===== src/rtl/vtp_pkg.sv =====
// types, constants and the configuration-derived parameter table for the vrb to prb mapper
`default_nettype none

package vtp_pkg;

  // configuration register indexes
  localparam int unsigned CFG_IDX_W = 2;
  localparam logic [CFG_IDX_W-1:0] CFG_BANDWIDTH = 2'd0;
  localparam logic [CFG_IDX_W-1:0] CFG_GAP_SEL   = 2'd1;
  localparam logic [CFG_IDX_W-1:0] CFG_MODE      = 2'd2;

  localparam int unsigned CFG_DATA_W = 7;
  localparam logic [6:0] BANDWIDTH_RESET = 7'd50;

  // result status codes
  localparam logic [1:0] ST_OK    = 2'd0;
  localparam logic [1:0] ST_GAP   = 2'd1;
  localparam logic [1:0] ST_START = 2'd2;

  // remainder unit: two restoring steps per stage, eight quotient bits
  localparam int unsigned DIV_STAGES = 4;

  // parameters that follow from the configuration registers
  typedef struct packed {
    logic [6:0] rbs;
    logic       mode;
    logic       gap_err;
    logic [5:0] ngap;
    logic [6:0] ndl;
    logic [6:0] ntil;
    logic [5:0] half;
    logic [4:0] nrow;
    logic [4:0] nnull;
    logic [6:0] divisor;
  } vtp_drv_t;

  // one item in flight through the remainder stages
  typedef struct packed {
    logic [7:0]  nvrb;
    logic [7:0]  rem;
    logic [13:0] dsh;
    logic        odd;
    logic        last;
    logic [1:0]  status;
  } vtp_item_t;

  function automatic vtp_drv_t vtp_derive(input logic [6:0] rbs, input logic sel,
                                          input logic mode);
    vtp_drv_t   r;
    logic [5:0] ngap;
    logic [6:0] rest;
    logic [6:0] m;
    logic [6:0] ndl;
    logic [6:0] ntil;
    logic [2:0] p;
    logic [7:0] kq;

    // gap table, zero where the gap is not defined
    ngap = 6'd0;
    if (rbs >= 7'd6 && rbs <= 7'd10) ngap = sel ? 6'd0 : 6'((rbs + 7'd1) >> 1);
    else if (rbs == 7'd11) ngap = sel ? 6'd0 : 6'd4;
    else if (rbs >= 7'd12 && rbs <= 7'd19) ngap = sel ? 6'd0 : 6'd8;
    else if (rbs >= 7'd20 && rbs <= 7'd26) ngap = sel ? 6'd0 : 6'd12;
    else if (rbs >= 7'd27 && rbs <= 7'd44) ngap = sel ? 6'd0 : 6'd18;
    else if (rbs >= 7'd45 && rbs <= 7'd49) ngap = sel ? 6'd0 : 6'd27;
    else if (rbs >= 7'd50 && rbs <= 7'd63) ngap = sel ? 6'd9 : 6'd27;
    else if (rbs >= 7'd64 && rbs <= 7'd79) ngap = sel ? 6'd16 : 6'd32;
    else if (rbs >= 7'd80 && rbs <= 7'd110) ngap = sel ? 6'd16 : 6'd48;

    rest = rbs - {1'b0, ngap};
    m = ({1'b0, ngap} < rest) ? {1'b0, ngap} : rest;

    // gap 1: 2*min(gap, rest); gap 2: bandwidth rounded down to a multiple of twice the gap
    if (!sel) ndl = {m[5:0], 1'b0};
    else if (ngap == 6'd16) ndl = (rbs >= 7'd96) ? 7'd96 : 7'd64;
    else ndl = (rbs >= 7'd54) ? 7'd54 : 7'd36;

    ntil = sel ? {ngap, 1'b0} : ndl;

    // group size from the type-0 allocation table
    if (rbs <= 7'd10) p = 3'd1;
    else if (rbs <= 7'd26) p = 3'd2;
    else if (rbs <= 7'd63) p = 3'd3;
    else p = 3'd4;

    // rows: ceil(ntil / 4p) * p
    unique case (p)
      3'd1: kq = ({1'b0, ntil} + 8'd3) >> 2;
      3'd2: kq = (({1'b0, ntil} + 8'd7) >> 3) << 1;
      3'd3: begin
        if (ntil <= 7'd12) kq = 8'd3;
        else if (ntil <= 7'd24) kq = 8'd6;
        else if (ntil <= 7'd36) kq = 8'd9;
        else if (ntil <= 7'd48) kq = 8'd12;
        else if (ntil <= 7'd60) kq = 8'd15;
        else kq = 8'd18;
      end
      default: kq = (({1'b0, ntil} + 8'd15) >> 4) << 2;
    endcase

    r.rbs     = rbs;
    r.mode    = mode;
    r.gap_err = (ngap == 6'd0);
    r.ngap    = ngap;
    r.ndl     = ndl;
    r.ntil    = ntil;
    r.half    = ntil[6:1];
    r.nrow    = kq[4:0];
    r.nnull   = 5'({kq[4:0], 2'b00} - ntil);
    r.divisor = mode ? rbs : ntil;
    return r;
  endfunction

endpackage

`default_nettype wire


===== src/rtl/vtp_if.sv =====
// handshake channels for the vrb to prb mapper: request and result
`default_nettype none

interface vtp_in_if;
  logic       valid;
  logic       ready;
  logic [6:0] start_index;
  logic [6:0] block_offset;
  logic [4:0] slot_number;
  logic       last_in;

  modport source (output valid, start_index, block_offset, slot_number, last_in,
                  input ready);
  modport sink (input valid, start_index, block_offset, slot_number, last_in,
                output ready);
endinterface

interface vtp_out_if;
  logic       valid;
  logic       ready;
  logic [8:0] prb_index;
  logic [1:0] status;
  logic       last_out;

  modport source (output valid, prb_index, status, last_out, input ready);
  modport sink (input valid, prb_index, status, last_out, output ready);
endinterface

`default_nettype wire


===== src/rtl/vtp_cfg.sv =====
// configuration registers and the mapping parameters derived from them
`default_nettype none

module vtp_cfg
  import vtp_pkg::*;
(
  input  wire logic                  clk_i,
  input  wire logic                  rst_ni,
  input  wire logic                  we_i,
  input  wire logic [CFG_IDX_W-1:0]  idx_i,
  input  wire logic [CFG_DATA_W-1:0] wdata_i,
  output vtp_drv_t                   drv_o
);

  logic [6:0] rbs_q, rbs_d;
  logic       gap_q, gap_d;
  logic       mode_q, mode_d;
  vtp_drv_t   drv_q, drv_d;

  always_comb begin
    rbs_d  = rbs_q;
    gap_d  = gap_q;
    mode_d = mode_q;
    if (we_i) begin
      unique case (idx_i)
        CFG_BANDWIDTH: rbs_d  = wdata_i;
        CFG_GAP_SEL:   gap_d  = wdata_i[0];
        CFG_MODE:      mode_d = wdata_i[0];
        default: ;
      endcase
    end
    // derived set follows the write in the same cycle
    drv_d = vtp_derive(rbs_d, gap_d, mode_d);
  end

  always_ff @(posedge clk_i or negedge rst_ni) begin
    if (!rst_ni) begin
      rbs_q  <= BANDWIDTH_RESET;
      gap_q  <= 1'b0;
      mode_q <= 1'b0;
      drv_q  <= vtp_derive(BANDWIDTH_RESET, 1'b0, 1'b0);
    end else begin
      rbs_q  <= rbs_d;
      gap_q  <= gap_d;
      mode_q <= mode_d;
      drv_q  <= drv_d;
    end
  end

  assign drv_o = drv_q;

endmodule

`default_nettype wire


===== src/rtl/vtp_div_stage.sv =====
// one pipeline stage of the remainder unit: two restoring subtract steps
`default_nettype none

module vtp_div_stage
  import vtp_pkg::*;
(
  input  wire logic      clk_i,
  input  wire logic      rst_ni,
  input  wire logic      in_valid_i,
  input  wire vtp_item_t in_item_i,
  output logic           in_ready_o,
  output logic           out_valid_o,
  output vtp_item_t      out_item_o,
  input  wire logic      out_ready_i
);

  logic      valid_q;
  vtp_item_t item_q, item_d;

  always_comb begin
    item_d = in_item_i;
    if ({6'd0, item_d.rem} >= item_d.dsh) item_d.rem = item_d.rem - item_d.dsh[7:0];
    item_d.dsh = item_d.dsh >> 1;
    if ({6'd0, item_d.rem} >= item_d.dsh) item_d.rem = item_d.rem - item_d.dsh[7:0];
    item_d.dsh = item_d.dsh >> 1;
  end

  assign in_ready_o = !valid_q || out_ready_i;

  always_ff @(posedge clk_i or negedge rst_ni) begin
    if (!rst_ni) begin
      valid_q <= 1'b0;
    end else if (in_ready_o) begin
      valid_q <= in_valid_i;
    end
  end

  always_ff @(posedge clk_i) begin
    if (in_ready_o && in_valid_i) begin
      item_q <= item_d;
    end
  end

  assign out_valid_o = valid_q;
  assign out_item_o  = item_q;

endmodule

`default_nettype wire


===== src/rtl/lte_vrb_to_prb_mapper_unit.sv =====
// top level of the lte downlink virtual to physical resource block mapper
`default_nettype none

// Maps one virtual resource block (start_index + block_offset) to its physical
// block per the distributed interleaver with odd-slot shift, or modulo the
// bandwidth in localized mode. A new beat is taken every cycle unless stalled;
// results pass an input register, four stages of the restoring remainder
// unit (two quotient bits each, eight in all), the interleaver stage and the
// output register. Backpressure on the result side stalls only the stages
// that are full. Configuration writes take effect at the next edge; the user
// makes them while no beat is in flight, which the block does not enforce.
// Register 0 is bandwidth, 1 gap choice, 2 mode (0 distributed, 1 localized).
module lte_vrb_to_prb_mapper_unit
  import vtp_pkg::*;
(
  input  wire logic                  clk_i,
  input  wire logic                  rst_ni,
  input  wire logic                  cfg_we_i,
  input  wire logic [CFG_IDX_W-1:0]  cfg_idx_i,
  input  wire logic [CFG_DATA_W-1:0] cfg_wdata_i,
  vtp_in_if.sink                     req_i,
  vtp_out_if.source                  rsp_o
);

  typedef struct packed {
    logic [6:0] loc;
    logic [7:0] base;
    logic       odd;
    logic       last;
    logic [1:0] status;
  } vtp_perm_t;

  typedef struct packed {
    logic [8:0] prb;
    logic [1:0] status;
    logic       last;
  } vtp_res_t;

  vtp_drv_t drv;

  vtp_cfg u_cfg (
    .clk_i   (clk_i),
    .rst_ni  (rst_ni),
    .we_i    (cfg_we_i),
    .idx_i   (cfg_idx_i),
    .wdata_i (cfg_wdata_i),
    .drv_o   (drv)
  );

  // input stage: sum, range checks, divisor alignment
  logic      s0_v_q;
  logic      s0_rdy;
  vtp_item_t s0_q, s0_d;

  logic      div_v   [DIV_STAGES+1];
  logic      div_rdy [DIV_STAGES+1];
  vtp_item_t div_item[DIV_STAGES+1];

  logic      s5_v_q, s5_rdy;
  vtp_perm_t s5_q, s5_d;
  logic      s6_v_q, s6_rdy;
  vtp_res_t  s6_q, s6_d;

  always_comb begin
    s0_d.nvrb = {1'b0, req_i.start_index} + {1'b0, req_i.block_offset};
    s0_d.rem  = s0_d.nvrb;
    s0_d.dsh  = {drv.divisor, 7'd0};
    s0_d.odd  = req_i.slot_number[0];
    s0_d.last = req_i.last_in;
    if (drv.mode) begin
      s0_d.status = (req_i.start_index >= drv.rbs) ? ST_START : ST_OK;
    end else if (drv.gap_err) begin
      s0_d.status = ST_GAP;
    end else begin
      s0_d.status = (req_i.start_index >= drv.ndl) ? ST_START : ST_OK;
    end
  end

  assign s0_rdy      = !s0_v_q || div_rdy[0];
  assign req_i.ready = s0_rdy;

  always_ff @(posedge clk_i or negedge rst_ni) begin
    if (!rst_ni) begin
      s0_v_q <= 1'b0;
    end else if (s0_rdy) begin
      s0_v_q <= req_i.valid;
    end
  end

  always_ff @(posedge clk_i) begin
    if (s0_rdy && req_i.valid) begin
      s0_q <= s0_d;
    end
  end

  // remainder unit
  assign div_v[0]    = s0_v_q;
  assign div_item[0] = s0_q;

  for (genvar g = 0; g < DIV_STAGES; g++) begin : g_div
    vtp_div_stage u_stage (
      .clk_i       (clk_i),
      .rst_ni      (rst_ni),
      .in_valid_i  (div_v[g]),
      .in_item_i   (div_item[g]),
      .in_ready_o  (div_rdy[g]),
      .out_valid_o (div_v[g+1]),
      .out_item_o  (div_item[g+1]),
      .out_ready_i (div_rdy[g+1])
    );
  end

  assign div_rdy[DIV_STAGES] = s5_rdy;

  // interleaver stage: position within the period
  vtp_item_t  dq;
  logic [6:0] vt;
  logic [7:0] lp1, lp2, lsel, nrow8, nhalf8;
  logic       has_null, tail;

  always_comb begin
    dq       = div_item[DIV_STAGES];
    vt       = dq.rem[6:0];
    nrow8    = {3'b0, drv.nrow};
    nhalf8   = {4'b0, drv.nnull[4:1]};
    lp1      = (vt[0] ? {2'b0, drv.nrow, 1'b0} : 8'd0) + {2'b0, vt[6:1]};
    lp2      = ({3'b0, drv.nrow} * {6'b0, vt[1:0]}) + {3'b0, vt[6:2]};
    has_null = (drv.nnull != 5'd0);
    tail     = ({1'b0, vt} + {3'b0, drv.nnull}) >= {1'b0, drv.ntil};
    priority if (has_null && tail && vt[0]) lsel = lp1 - nrow8;
    else if (has_null && tail) lsel = lp1 - nrow8 + nhalf8;
    else if (has_null && vt[1]) lsel = lp2 - nhalf8;
    else lsel = lp2;

    s5_d.loc    = drv.mode ? vt : lsel[6:0];
    s5_d.base   = dq.nvrb - dq.rem;
    s5_d.odd    = dq.odd;
    s5_d.last   = dq.last;
    s5_d.status = dq.status;
  end

  assign s5_rdy = !s5_v_q || s6_rdy;

  always_ff @(posedge clk_i or negedge rst_ni) begin
    if (!rst_ni) begin
      s5_v_q <= 1'b0;
    end else if (s5_rdy) begin
      s5_v_q <= div_v[DIV_STAGES];
    end
  end

  always_ff @(posedge clk_i) begin
    if (s5_rdy && div_v[DIV_STAGES]) begin
      s5_q <= s5_d;
    end
  end

  // output stage: odd-slot half shift and gap insertion
  logic [7:0] wrap;
  logic [6:0] l2;
  logic [9:0] t, t_gap;

  always_comb begin
    wrap = {1'b0, s5_q.loc} + {2'b0, drv.half};
    if (wrap >= {1'b0, drv.ntil}) wrap = wrap - {1'b0, drv.ntil};
    l2    = s5_q.odd ? wrap[6:0] : s5_q.loc;
    t     = {3'b0, l2} + {2'b0, s5_q.base};
    t_gap = t + {4'b0, drv.ngap} - {4'b0, drv.half};

    if (s5_q.status != ST_OK) s6_d.prb = 9'd0;
    else if (drv.mode) s6_d.prb = {2'b0, s5_q.loc};
    else if (t < {4'b0, drv.half}) s6_d.prb = t[8:0];
    else s6_d.prb = t_gap[8:0];
    s6_d.status = s5_q.status;
    s6_d.last   = s5_q.last;
  end

  assign s6_rdy = !s6_v_q || rsp_o.ready;

  always_ff @(posedge clk_i or negedge rst_ni) begin
    if (!rst_ni) begin
      s6_v_q <= 1'b0;
    end else if (s6_rdy) begin
      s6_v_q <= s5_v_q;
    end
  end

  always_ff @(posedge clk_i) begin
    if (s6_rdy && s5_v_q) begin
      s6_q <= s6_d;
    end
  end

  assign rsp_o.valid     = s6_v_q;
  assign rsp_o.prb_index = s6_q.prb;
  assign rsp_o.status    = s6_q.status;
  assign rsp_o.last_out  = s6_q.last;

`ifndef SYNTHESIS
  a_err_zero_prb: assert property (@(posedge clk_i) disable iff (!rst_ni)
    rsp_o.valid && rsp_o.status != ST_OK |-> rsp_o.prb_index == 9'd0)
    else $error("nonzero prb index on a flagged result");

  a_rem_bound: assert property (@(posedge clk_i) disable iff (!rst_ni)
    div_v[DIV_STAGES] |-> div_item[DIV_STAGES].rem <= div_item[DIV_STAGES].nvrb)
    else $error("remainder above its dividend");

  a_accept_lands: assert property (@(posedge clk_i) disable iff (!rst_ni)
    req_i.valid && req_i.ready |=> s0_v_q)
    else $error("accepted beat missing from the input stage");
`endif

endmodule

`default_nettype wire

===== src/flat_wrapper.sv =====
// flat-port wrapper written by rule: the top's interface ports become plain ports
module lte_vrb_to_prb_mapper_unit_flat import vtp_pkg::*;
  (clk_i, rst_ni, cfg_we_i, cfg_idx_i, cfg_wdata_i, req_i_valid, req_i_start_index, req_i_block_offset, req_i_slot_number, req_i_last_in, req_i_ready, rsp_o_valid, rsp_o_prb_index, rsp_o_status, rsp_o_last_out, rsp_o_ready);
  vtp_in_if req_i_i ();
  vtp_out_if rsp_o_i ();
  input  wire logic clk_i;
  input  wire logic rst_ni;
  input  wire logic cfg_we_i;
  input  wire logic [CFG_IDX_W-1:0] cfg_idx_i;
  input  wire logic [CFG_DATA_W-1:0] cfg_wdata_i;
  input wire logic [$bits(req_i_i.valid)-1:0] req_i_valid;
  input wire logic [$bits(req_i_i.start_index)-1:0] req_i_start_index;
  input wire logic [$bits(req_i_i.block_offset)-1:0] req_i_block_offset;
  input wire logic [$bits(req_i_i.slot_number)-1:0] req_i_slot_number;
  input wire logic [$bits(req_i_i.last_in)-1:0] req_i_last_in;
  output wire logic [$bits(req_i_i.ready)-1:0] req_i_ready;
  output wire logic [$bits(rsp_o_i.valid)-1:0] rsp_o_valid;
  output wire logic [$bits(rsp_o_i.prb_index)-1:0] rsp_o_prb_index;
  output wire logic [$bits(rsp_o_i.status)-1:0] rsp_o_status;
  output wire logic [$bits(rsp_o_i.last_out)-1:0] rsp_o_last_out;
  input wire logic [$bits(rsp_o_i.ready)-1:0] rsp_o_ready;
  assign req_i_i.valid = req_i_valid;
  assign req_i_i.start_index = req_i_start_index;
  assign req_i_i.block_offset = req_i_block_offset;
  assign req_i_i.slot_number = req_i_slot_number;
  assign req_i_i.last_in = req_i_last_in;
  assign req_i_ready = req_i_i.ready;
  assign rsp_o_valid = rsp_o_i.valid;
  assign rsp_o_prb_index = rsp_o_i.prb_index;
  assign rsp_o_status = rsp_o_i.status;
  assign rsp_o_last_out = rsp_o_i.last_out;
  assign rsp_o_i.ready = rsp_o_ready;
  lte_vrb_to_prb_mapper_unit u_core (.clk_i(clk_i), .rst_ni(rst_ni), .cfg_we_i(cfg_we_i), .cfg_idx_i(cfg_idx_i), .cfg_wdata_i(cfg_wdata_i), .req_i(req_i_i), .rsp_o(rsp_o_i));
endmodule

===== config.mk =====
export PLATFORM = sky130hd
export DESIGN_NAME = lte_vrb_to_prb_mapper_unit_flat
export DESIGN_NICKNAME = d
export VERILOG_FILES = /design/src/rtl/vtp_pkg.sv /design/src/rtl/vtp_if.sv /design/src/rtl/vtp_cfg.sv /design/src/rtl/vtp_div_stage.sv /design/src/rtl/lte_vrb_to_prb_mapper_unit.sv /design/src/flat_wrapper.sv
export SDC_FILE = /design/constraint.sdc
export NUM_CORES = 1
export LEC_CHECK = 0
export BUFFER_PORTS_ARGS = -buffer_cell sky130_fd_sc_hd__buf_2
export CORE_MARGIN = 2
export CORE_UTILIZATION = 55
export CTS_CLUSTER_DIAMETER = 150
export CTS_CLUSTER_SIZE = 24
export DETAILED_ROUTE_END_ITERATION = 8
export GPL_TIMING_DRIVEN = 0
export PLACE_DENSITY = 0.72
export SYNTH_ARGS = -nofsm -noshare
export SYNTH_HDL_FRONTEND = slang
export SYNTH_SLANG_ARGS = --single-unit

===== constraint.sdc =====
create_clock -name clk_i -period 9.25 [get_ports clk_i]
set_input_delay 1.3875 -clock clk_i [delete_from_list [all_inputs] [get_ports clk_i]]
set_output_delay 1.3875 -clock clk_i [all_outputs]
set_load 0.01 [all_outputs]

== After elaboration in Yosys (flattened, before gate mapping) ==
Cells that the tools add are included.

* Flip-flop bits (word level): 211
* Input bits: 34
* Output and inout bits: 14

* Add/sub/neg operators: 27
* Multiply operators: 1
* Magnitude comparators: 37
* Eq/ne operators: 7
* Multiplexer cells: 61
* Reduce and logical (&&, ||, !) cells: 37

{| class="wikitable"
|+ Operators with widths
! operator !! count
|-
| $mux 7 || 13
|-
| $mux 6 || 15
|-
| $mux 8 || 8
|-
| $sub 8x8->8 || 8
|-
| $mux 5 || 9
|-
| $le 7x6->1 const B || 6
|-
| $ge 8x7->1 || 3
|-
| $ge 7x6->1 const B || 3
|-
| $ge 7x7->1 const B || 3
|-
| $le 7x5->1 const B || 3
|-
| $logic_and 1x1->1 || 18
|-
| $pmux 5 s3 || 1
|-
| $ge 7x5->1 const B || 2
|-
| $ge 7x7->1 || 2
|-
| $ge 8x14->1 || 1
|-
| $le 7x4->1 const B || 2
|-
| $le 7x7->1 const B || 2
|-
| $ge 8x13->1 || 1
|-
| $ge 8x12->1 || 1
|-
| $mux 3 || 4
|-
| $ge 8x11->1 || 1
|-
| $ge 8x10->1 || 1
|-
| $lt 10x6->1 || 1
|-
| $add 7x8->9 || 1
|-
| other kinds (41) || 61
|}

== Depth between registers and ports, before layout ==
Gate-level depths: netlist of run 1.

* Depth in word-level cells: 27
* Mapped depth: 34

== Modules after synthesis ==
Synthesis of run 1 repeated with hierarchy kept, for this count alone.

* Cell total of the unflattened synthesis: 1,596
* Area total of the unflattened synthesis: 16,995.0 um2

{| class="wikitable"
|+ By module, submodules not included
! module !! instances !! cells an instance !! area each (um2) !! sequential area each (um2)
|-
| lte_vrb_to_prb_mapper_unit || 1 || 613 || 5,858.1 || 1,576.5
|-
| vtp_div_stage at u_core.g_div[0].u_stage ... || 3 || 151 || 1,924.3 || 985.9
|-
| vtp_cfg || 1 || 374 || 3,408.3 || 1,102.3
|-
| vtp_div_stage at u_core.g_div[3].u_stage || 1 || 156 || 1,955.6 || 985.9
|}

== Least setup slack after synthesis of run 1 ==
Ideal clock, no wire load.

* Kind: input -> register
* Start point: input cfg_idx_i[1]
* End point: register u_core.u_cfg.drv_q (netlist bit u_core.u_cfg.drv_o[11])
* Library setup time: 0.080 ns
* Arrival: 7.407 ns
* Data required time: 9.170 ns
* Path slack: 1.763 ns
* Cell stages on the path: 33
* Cells stage by stage: or3b_1 -> buf_6 -> buf_2 -> a21oi_1 -> inv_1 -> and2_1 -> nor2_1 -> inv_1 -> o22ai_1 -> inv_1 -> ha_1 -> inv_1 -> a2111oi_0 -> a41o_1 -> nor2_1 -> inv_1 -> ha_1 -> a21oi_1 -> o21a_1 -> buf_1 -> nor2_1 -> buf_4 -> a21oi_1 -> inv_1 -> ha_1 -> nand4b_1 -> a32oi_1 -> o21ai_1 -> ha_1 -> a21o_1 -> a21oi_1 -> xnor2_1 -> xnor2_1

{| class="wikitable"
|+ RTL lines
! item !! RTL line !! RTL
|-
| start: declaration || flat_wrapper.sv:9 || <nowiki>input wire logic [CFG_IDX_W-1:0] cfg_idx_i;</nowiki>
|-
| end signal: assignment || vtp_cfg.sv:41 || <nowiki>drv_q <= vtp_derive(BANDWIDTH_RESET, 1'b0, 1'b0);</nowiki>
|-
| end signal: assignment || vtp_cfg.sv:46 || <nowiki>drv_q <= drv_d;</nowiki>
|-
| end: declaration || vtp_cfg.sv:18 || <nowiki>vtp_drv_t drv_q, drv_d;</nowiki>
|}

==> out/results.tsv, run 1 <==
stage	metric	value	unit
run_status	status	finished clean	
global_route	initial antenna violation count	0	
routing	DRT iter0 DRCs	551	
setup_path	Worst Setup Path Type	primary input to register	
global_route	global-route wire length before repair	49000	um
clock_network	Max clock buf depth	2	
yosys	Main synth FF type	edfxtp_1	
placed_design	HPWL after DPL	23300	um
routing	DR vias	9557	
routing	post-DR wirelength/cell	17.5	um
timing	clock period minus worst slack	8.62	ns
yosys	Synth Instances	1294	
global_route	GR Util All Layers	24.1	%
clock_network	CTS root buf	clkbuf_16	
clock_network	CTS sink cnt	189	
floorplan	row cnt	57	
floorplan	num ports	48	
floorplan	Die X-Extent	161	um
floorplan	DIE AREA	25800	um^2
routing	final wirelength	29600	um
cells_and_area	cell area after layout	14800	um^2
timing	worst rel slew slack	17.6	%
global_route	vias in the first global route	9612	
setup_path	R2R setup slack	1.65	ns
yosys	top post-synthesis cells by area	edfxtp_1 31%, ha_1 13%, dfrtp_1 5.4%	
routing	Initial DRT Pass Iterations	7	
clock_network	Worst-Skew Late Latency	0.44	ns
timing	Final Cycle Share	93.2	%
setup_path	largest fanout on the critical path	10	
routing	Remaining DRCs	0	
floorplan	Starting Density	55.8	%
cells_and_area	FF/Latch Area	5450	um^2
clock_network	Hold-fix buffers, CTS	0	
job	max_cap viols	0	
cells_and_area	final-layout fill cell count	1968	
yosys	asr flop ratio synth	26.5	%
yosys	Synth Area per Inst	10.4	um^2
clock_network	Num CTS Buffers	17	
placed_design	Post-DP Area	14100	um^2
clock_network	CTS tree	yes	
floorplan	die height	161	um
yosys	Syn Nets	1502	
yosys	Yosys Warn Count	0	
timing	clock skew	0.0161	ns
routing	Antenna Violating Nets Remaining	0	
clock_network	clk slew on worst S/H paths	0.07	ns
global_route	pin count of the biggest net entering global routing	51	
yosys	EDFF count, synth	139	
cells_and_area	most common cell after layout, fill and taps aside	inv_1	
min_path	hold crit path type	register to register	
setup_path	slowest CP cell	a21oi_1	
yosys	post-synth top area cell	edfxtp_1	
routing	vias per std cell	5.65	
setup_path	Critical Path Sink Type	register	
timing	worst-margin pin slew	1.23	ns
clock_network	H-tree depth	4	
timing	Hold Slack	0.414	ns
cells_and_area	most frequent cells in the layout	146 x inv_1, 142 x ha_1, 139 x edfxtp_1	
timing	Final Hold Viols	0	
yosys	Yosys cell types	89	
yosys	Yosys top cell area share	31.0	%
placed_design	I/O Buffers	41	
cells_and_area	multi-input combinational cell area	7360	um^2
setup_path	critical path's largest stage delay	0.50	ns
timing	max-slew violations	0	
setup_path	crit path launch type	primary input	
timing	setup_tns	0	ns
timing	Final Setup Violations	0	
timing	fmax	0.116	GHz
cells_and_area	Synth-to-Final Area Change	9.42	%
setup_path	CP arrival	8.97	ns
placed_design	placer's final routability congestion estimate	0.929	
floorplan	floorplan core area	24200	um^2
cells_and_area	nets	1564	
global_route	Overflow after GRT	0	
setup_path	most frequent CP cell	inv_1	
yosys	#FFs+latches synth	189	
cells_and_area	ANT cells	0	
setup_path	WP data required	9.59	ns
yosys	register area share after synthesis	40.4	%
cells_and_area	fin util	61.0	%
timing	RSZ-0062 raised after global routing	false	
yosys	synthesized area	13500	um^2
cells_and_area	share of post-route cells with drive strength above 1	11.1	%
-- cell usage after synthesis (4+ instances only) --
| cell | number |
|---|---|
| inv_1 | 146 |
| ha_1 | 142 |
| edfxtp_1 | 139 |
| a21oi_1 | 111 |
| nor2_1 | 84 |
| nand2_1 | 66 |
| o21ai_0 | 62 |
| xnor2_1 | 57 |
| a21o_1 | 49 |
| nand2b_1 | 33 |
| fa_1 | 32 |
| dfrtp_1 | 29 |
| xor2_1 | 27 |
| nor2b_1 | 25 |
| clkbuf_1 | 23 |
| dfstp_2 | 21 |
| nor3_1 | 18 |
| mux2i_1 | 17 |
| a211oi_1 | 16 |
| nand3_1 | 14 |
| o21bai_1 | 14 |
| mux2_2 | 13 |
| and2_1 | 12 |
| a31oi_1 | 8 |
| and3_1 | 6 |
| nand4_1 | 6 |
| or2_2 | 6 |
| nand3b_1 | 5 |
| o211ai_1 | 5 |
| o21a_1 | 5 |
| o31ai_1 | 5 |
| or3_1 | 5 |
| nor4_1 | 4 |
-- timing repair --
item,CTS,global route
resized for setup,0,2
setup endpoints to repair,0,1
setup buffers,0,0
-- per-stage QoR --
step | std cells | worst slack [ns]
floorplan | 1294 | 1.76
global placement | 1659 | 0.0889
detailed placement | 1661 | 0.0904
CTS | 1693 | 0.507
global route | 1693 | 0.115
finish | 1693 | 0.625
-- layout make-up --
cell class | instances | area share [%]
multi-input combinational | 927 | 49.9
clock inverter | 12 | 0.967
buffer | 29 | 0.823
sequential | 189 | 37.0
inverter | 149 | 3.83
tap | 324 | 2.75
timing repair buffer | 43 | 1.59
clock buffer | 20 | 3.17
-- cell families after synthesis --
logic type,count (synthesis),synth area share (%)
AND/OR/NAND/NOR,299,11.2
AO/OA/AOI/OAI,334,16.5
buffers and inverters,178,5.09
adder cells (fa/ha/maj),175,18.0
XOR/XNOR,85,5.66
flip-flops,189,40.4
multiplexers,34,3.04
-- flip-flops by register name (all words and copies together) (netlist names) --
register                          count
u_core.rsp_o.last_out                 1
u_core.s0_v_q                         1
u_core.u_cfg.gap_q                    1
u_core.u_cfg.drv_o                   42
u_core.g_div.u_stage.out_item_o      89
u_core.div_item                      19
u_core.rsp_o.prb_index                9
u_core.g_div.u_stage.out_valid_o      4
u_core.rsp_o.valid                    1
u_core.rsp_o.status                   2
u_core.s5_v_q                         1
u_core.s5_q                          19
-- routing by layer --
layer	GRT usage, %	wire [um]
met3	3.43	1220
met5	0	0
met4	7.08	641
met1	32.6	13800
met2	40.5	14000
-- worst max-delay path: cells and delay by family --
| family | cells | cell delay, ns |
|---|---|---|
| AOI/OAI and AO/OA | 11 | 2.76 |
| xor gates and xnor gates | 2 | 0.30 |
| adders and majority gates | 4 | 1.22 |
| buffers and inverters | 11 | 1.98 |
| and+or+nand+nor | 6 | 1.31 |
-- path summary, 6_finish.rpt --
kind,start,endpoint,cells after the start
max in group asynchronous,rst_ni,u_core.u_cfg.drv_o[11],1
min in group asynchronous,rst_ni,u_core.u_cfg.gap_q,1
setup reg to reg,u_core.u_cfg.drv_o[48],u_core.u_cfg.drv_o[11],31
hold reg to reg,u_core.g_div[3].u_stage.out_item_o[3],u_core.s5_q[3],0
hold / removal,u_core.g_div[3].u_stage.out_item_o[3],u_core.s5_q[3],0
setup / recovery,cfg_idx_i[1],u_core.u_cfg.drv_o[11],34
Power of run 1 is not shown: default switching activity piles up to over one toggle a cycle in this logic, so the estimate is an artifact.
==> inputs of run 2 (changes only) <==
--- a/config.mk
+++ b/config.mk
@@ -8,6 +8,7 @@
 export BUFFER_PORTS_ARGS = -buffer_cell sky130_fd_sc_hd__buf_2
 export CORE_MARGIN = 2
 export CORE_UTILIZATION = 55
+export CTS_BUF_LIST = sky130_fd_sc_hd__clkbuf_8
 export CTS_CLUSTER_DIAMETER = 150
 export CTS_CLUSTER_SIZE = 24
 export DETAILED_ROUTE_END_ITERATION = 8
==> run 2 against run 1 <==
Cell count unchanged. Sequential share of layout area increased by 0.47 points. Core utilization decreased by 0.77 points. Clock skew increased by 0.0095 ns. Register-to-register slack got worse by 0.05 ns. Critical path depth unchanged. Hold slack about the same. Setup slack improved by 0.019 ns. Critical endpoint unchanged. Flip-flop and latch count unchanged. Die area unchanged. Routed wire length decreased by 1.1%.
==> out/results.tsv, run 2 (same netlist as run 1, synthesis figures left out) <==
stage	metric	value	unit	change
run_status	status	finished clean		
clock_network	Num CTS Buffers	17		unchanged
setup_path	r2r startpoint	u_core.u_cfg.drv_o[48]		
global_route	initial antenna violation count	0		unchanged
setup_path	Worst Setup Path Type	primary input to register		
global_route	vias in the first global route	9524		-0.92%
timing	worst-margin pin slew	1.24	ns	+0.00478 ns
clock_network	Post-CTS Repair Setup Buffers	0		unchanged
setup_path	slowest CP cell	a21oi_1		
routing	M1 WL	13700	um	-0.71%
setup_path	R2R setup slack	1.60	ns	-0.05 ns
setup_path	largest fanout on the critical path	10		unchanged
setup_path	most frequent CP cell	inv_1		
routing	final wirelength	29300	um	-1.1%
cells_and_area	nets	1564		unchanged
cells_and_area	Largest register FFs	89		unchanged
timing	clock period minus worst slack	8.61	ns	-0.0193 ns
timing	Final Hold Viols	0		unchanged
timing	clock skew	0.0257	ns	+0.00954 ns
cells_and_area	Synth-to-Final Area Change	8.04	%	
placed_design	placer's final routability congestion estimate	0.929		unchanged
placed_design	HPWL after DPL	23300	um	unchanged
routing	Initial DRT Pass Iterations	5		-2
min_path	hold crit path type	register to register		
clock_network	CTS sink cnt	189		unchanged
timing	fmax	0.116	GHz	+0.22%
routing	met3 wire length	1220	um	+0.33%
routing	met2 wire length	13700	um	-1.7%
min_path	hold path start	u_core.g_div[3].u_stage.out_item_o[3]		
timing	Final Cycle Share	93.0	%	-0.21 points
routing	Antenna Violating Nets Remaining	0		unchanged
min_path	Min-Delay Endpoint	u_core.s5_q[3]		
timing	RSZ-0062 raised after global routing	false		
setup_path	CP arrival	8.99	ns	+0.02 ns
setup_path	Critical Path Sink Type	register		
global_route	Overflow after GRT	0		unchanged
clock_network	CTS root buf	clkbuf_8		
cells_and_area	share of post-route cells with drive strength above 1	11.1	%	unchanged
timing	worst rel slew slack	17.3	%	-0.32 points
job	max_cap viols	0		unchanged
routing	DR vias	9525		-0.33%
timing	setup_tns	0	ns	unchanged
cells_and_area	most frequent cells in the layout	147 x inv_1, 142 x ha_1, 139 x edfxtp_1		
min_path	Hold Path Depth	0		unchanged
setup_path	critical path's largest stage delay	0.51	ns	about the same
global_route	GR Util All Layers	23.8	%	-0.23 points
cells_and_area	ANT cells	0		unchanged
clock_network	CTS tree	yes		
routing	DR top layer	met4		
floorplan	row cnt	57		unchanged
routing	Remaining DRCs	0		unchanged
clock_network	Worst-Skew Late Latency	0.48	ns	+0.04 ns
floorplan	Die X-Extent	161	um	unchanged
floorplan	Starting Density	55.8	%	unchanged
floorplan	num ports	48		unchanged
setup_path	R2R cell count	31		unchanged
floorplan	floorplan core area	24200	um^2	unchanged
placed_design	I/O Buffers	41		unchanged
global_route	global-route wire length before repair	48500	um	-1.0%
routing	vias per std cell	5.63		-0.33%
floorplan	die height	161	um	unchanged
clock_network	Max clock buf depth	2		unchanged
setup_path	WP data required	9.63	ns	+0.04 ns
cells_and_area	most common cell after layout, fill and taps aside	inv_1		
timing	Final Setup Violations	0		unchanged
setup_path	RR Endpoint	u_core.u_cfg.drv_o[11]		
routing	DRT iter0 DRCs	540		-2.0%
routing	post-DR wirelength/cell	17.3	um	-1.1%
floorplan	DIE AREA	25800	um^2	unchanged
global_route	pin count of the biggest net entering global routing	51		unchanged
setup_path	crit path launch type	primary input		
clock_network	clk slew on worst S/H paths	0.11	ns	+0.04 ns
clock_network	H-tree depth	4		unchanged
timing	max-slew violations	0		unchanged
[run 2: changes by cell type in the layout (fill, tap and decap cells not counted)]
cell       change
inv_1          +1
bufinv_16      +1
clkbuf_1       -1
clkbuf_8      +17
clkbuf_16     -18
[run 2: metrics by stage]
step | util, % | area [um^2] | worst slack (ns) | hold WS (ns) | std cells
after floorplan | - | 13500 | 1.76 | 0.400 | 1294
after global placement | 58.3 | 14100 | 0.0889 | 0.403 | 1659
after detailed placement | 58.4 | 14100 | 0.0904 | 0.405 | 1661
after CTS | 60.2 | 14600 | 0.557 | 0.420 | 1693
after global routing | 60.2 | 14600 | 0.187 | 0.415 | 1693
final | 60.2 | 14600 | 0.644 | 0.415 | 1693
[run 2: final cells by class]
type / count / area [um^2]
buffer: 29 / 121
clock buffer: 18 / 248
clock inverter: 14 / 176
fill: 1994 / 9610
inverter: 149 / 564
multi-input combinational: 927 / 7360
sequential: 189 / 5450
tap: 324 / 405
timing repair buffer: 43 / 235
[run 2: worst max path at each step]
stage,start,end,slack (ns),depth (start not counted)
2_1_floorplan,cfg_idx_i[1],u_core.u_cfg.drv_o[11],1.76,33
3_3_place_gp,cfg_idx_i[1],u_core.u_cfg.drv_o[11],0.09,34
3_5_place_dp,cfg_idx_i[1],u_core.u_cfg.drv_o[11],0.09,34
4_1_cts,cfg_idx_i[1],u_core.u_cfg.drv_o[11],0.56,34
5_1_grt,cfg_idx_i[1],u_core.u_cfg.drv_o[11],0.19,33
6_report,cfg_idx_i[1],u_core.u_cfg.drv_o[11],0.64,34
[run 2: worst max-delay path: cells and delay by family]
kind                     cells  cell delay (ns)
XOR/XNOR                     2             0.30
AND/OR/NAND/NOR              6             1.31
AO/OA/AOI/OAI               11             2.78
buffers and inverters       11             1.96
adder cells (fa/ha/maj)      4             1.22
[run 2: what timing repair did]
item / in CTS / in global routing
endpoints found under the hold margin: 0 / 0
gates resized for setup: 0 / 2
hold buffers: 0 / 0
setup endpoints to repair: 0 / 1
[run 2: per-layer routing]
layer	up-vias	global-route usage [%]
li1	4733	-
met1	4501	32.3
met2	246	39.8
met3	45	3.85
met4	0	7.00
met5	-	0
Power of run 2 is left out for the same reason.
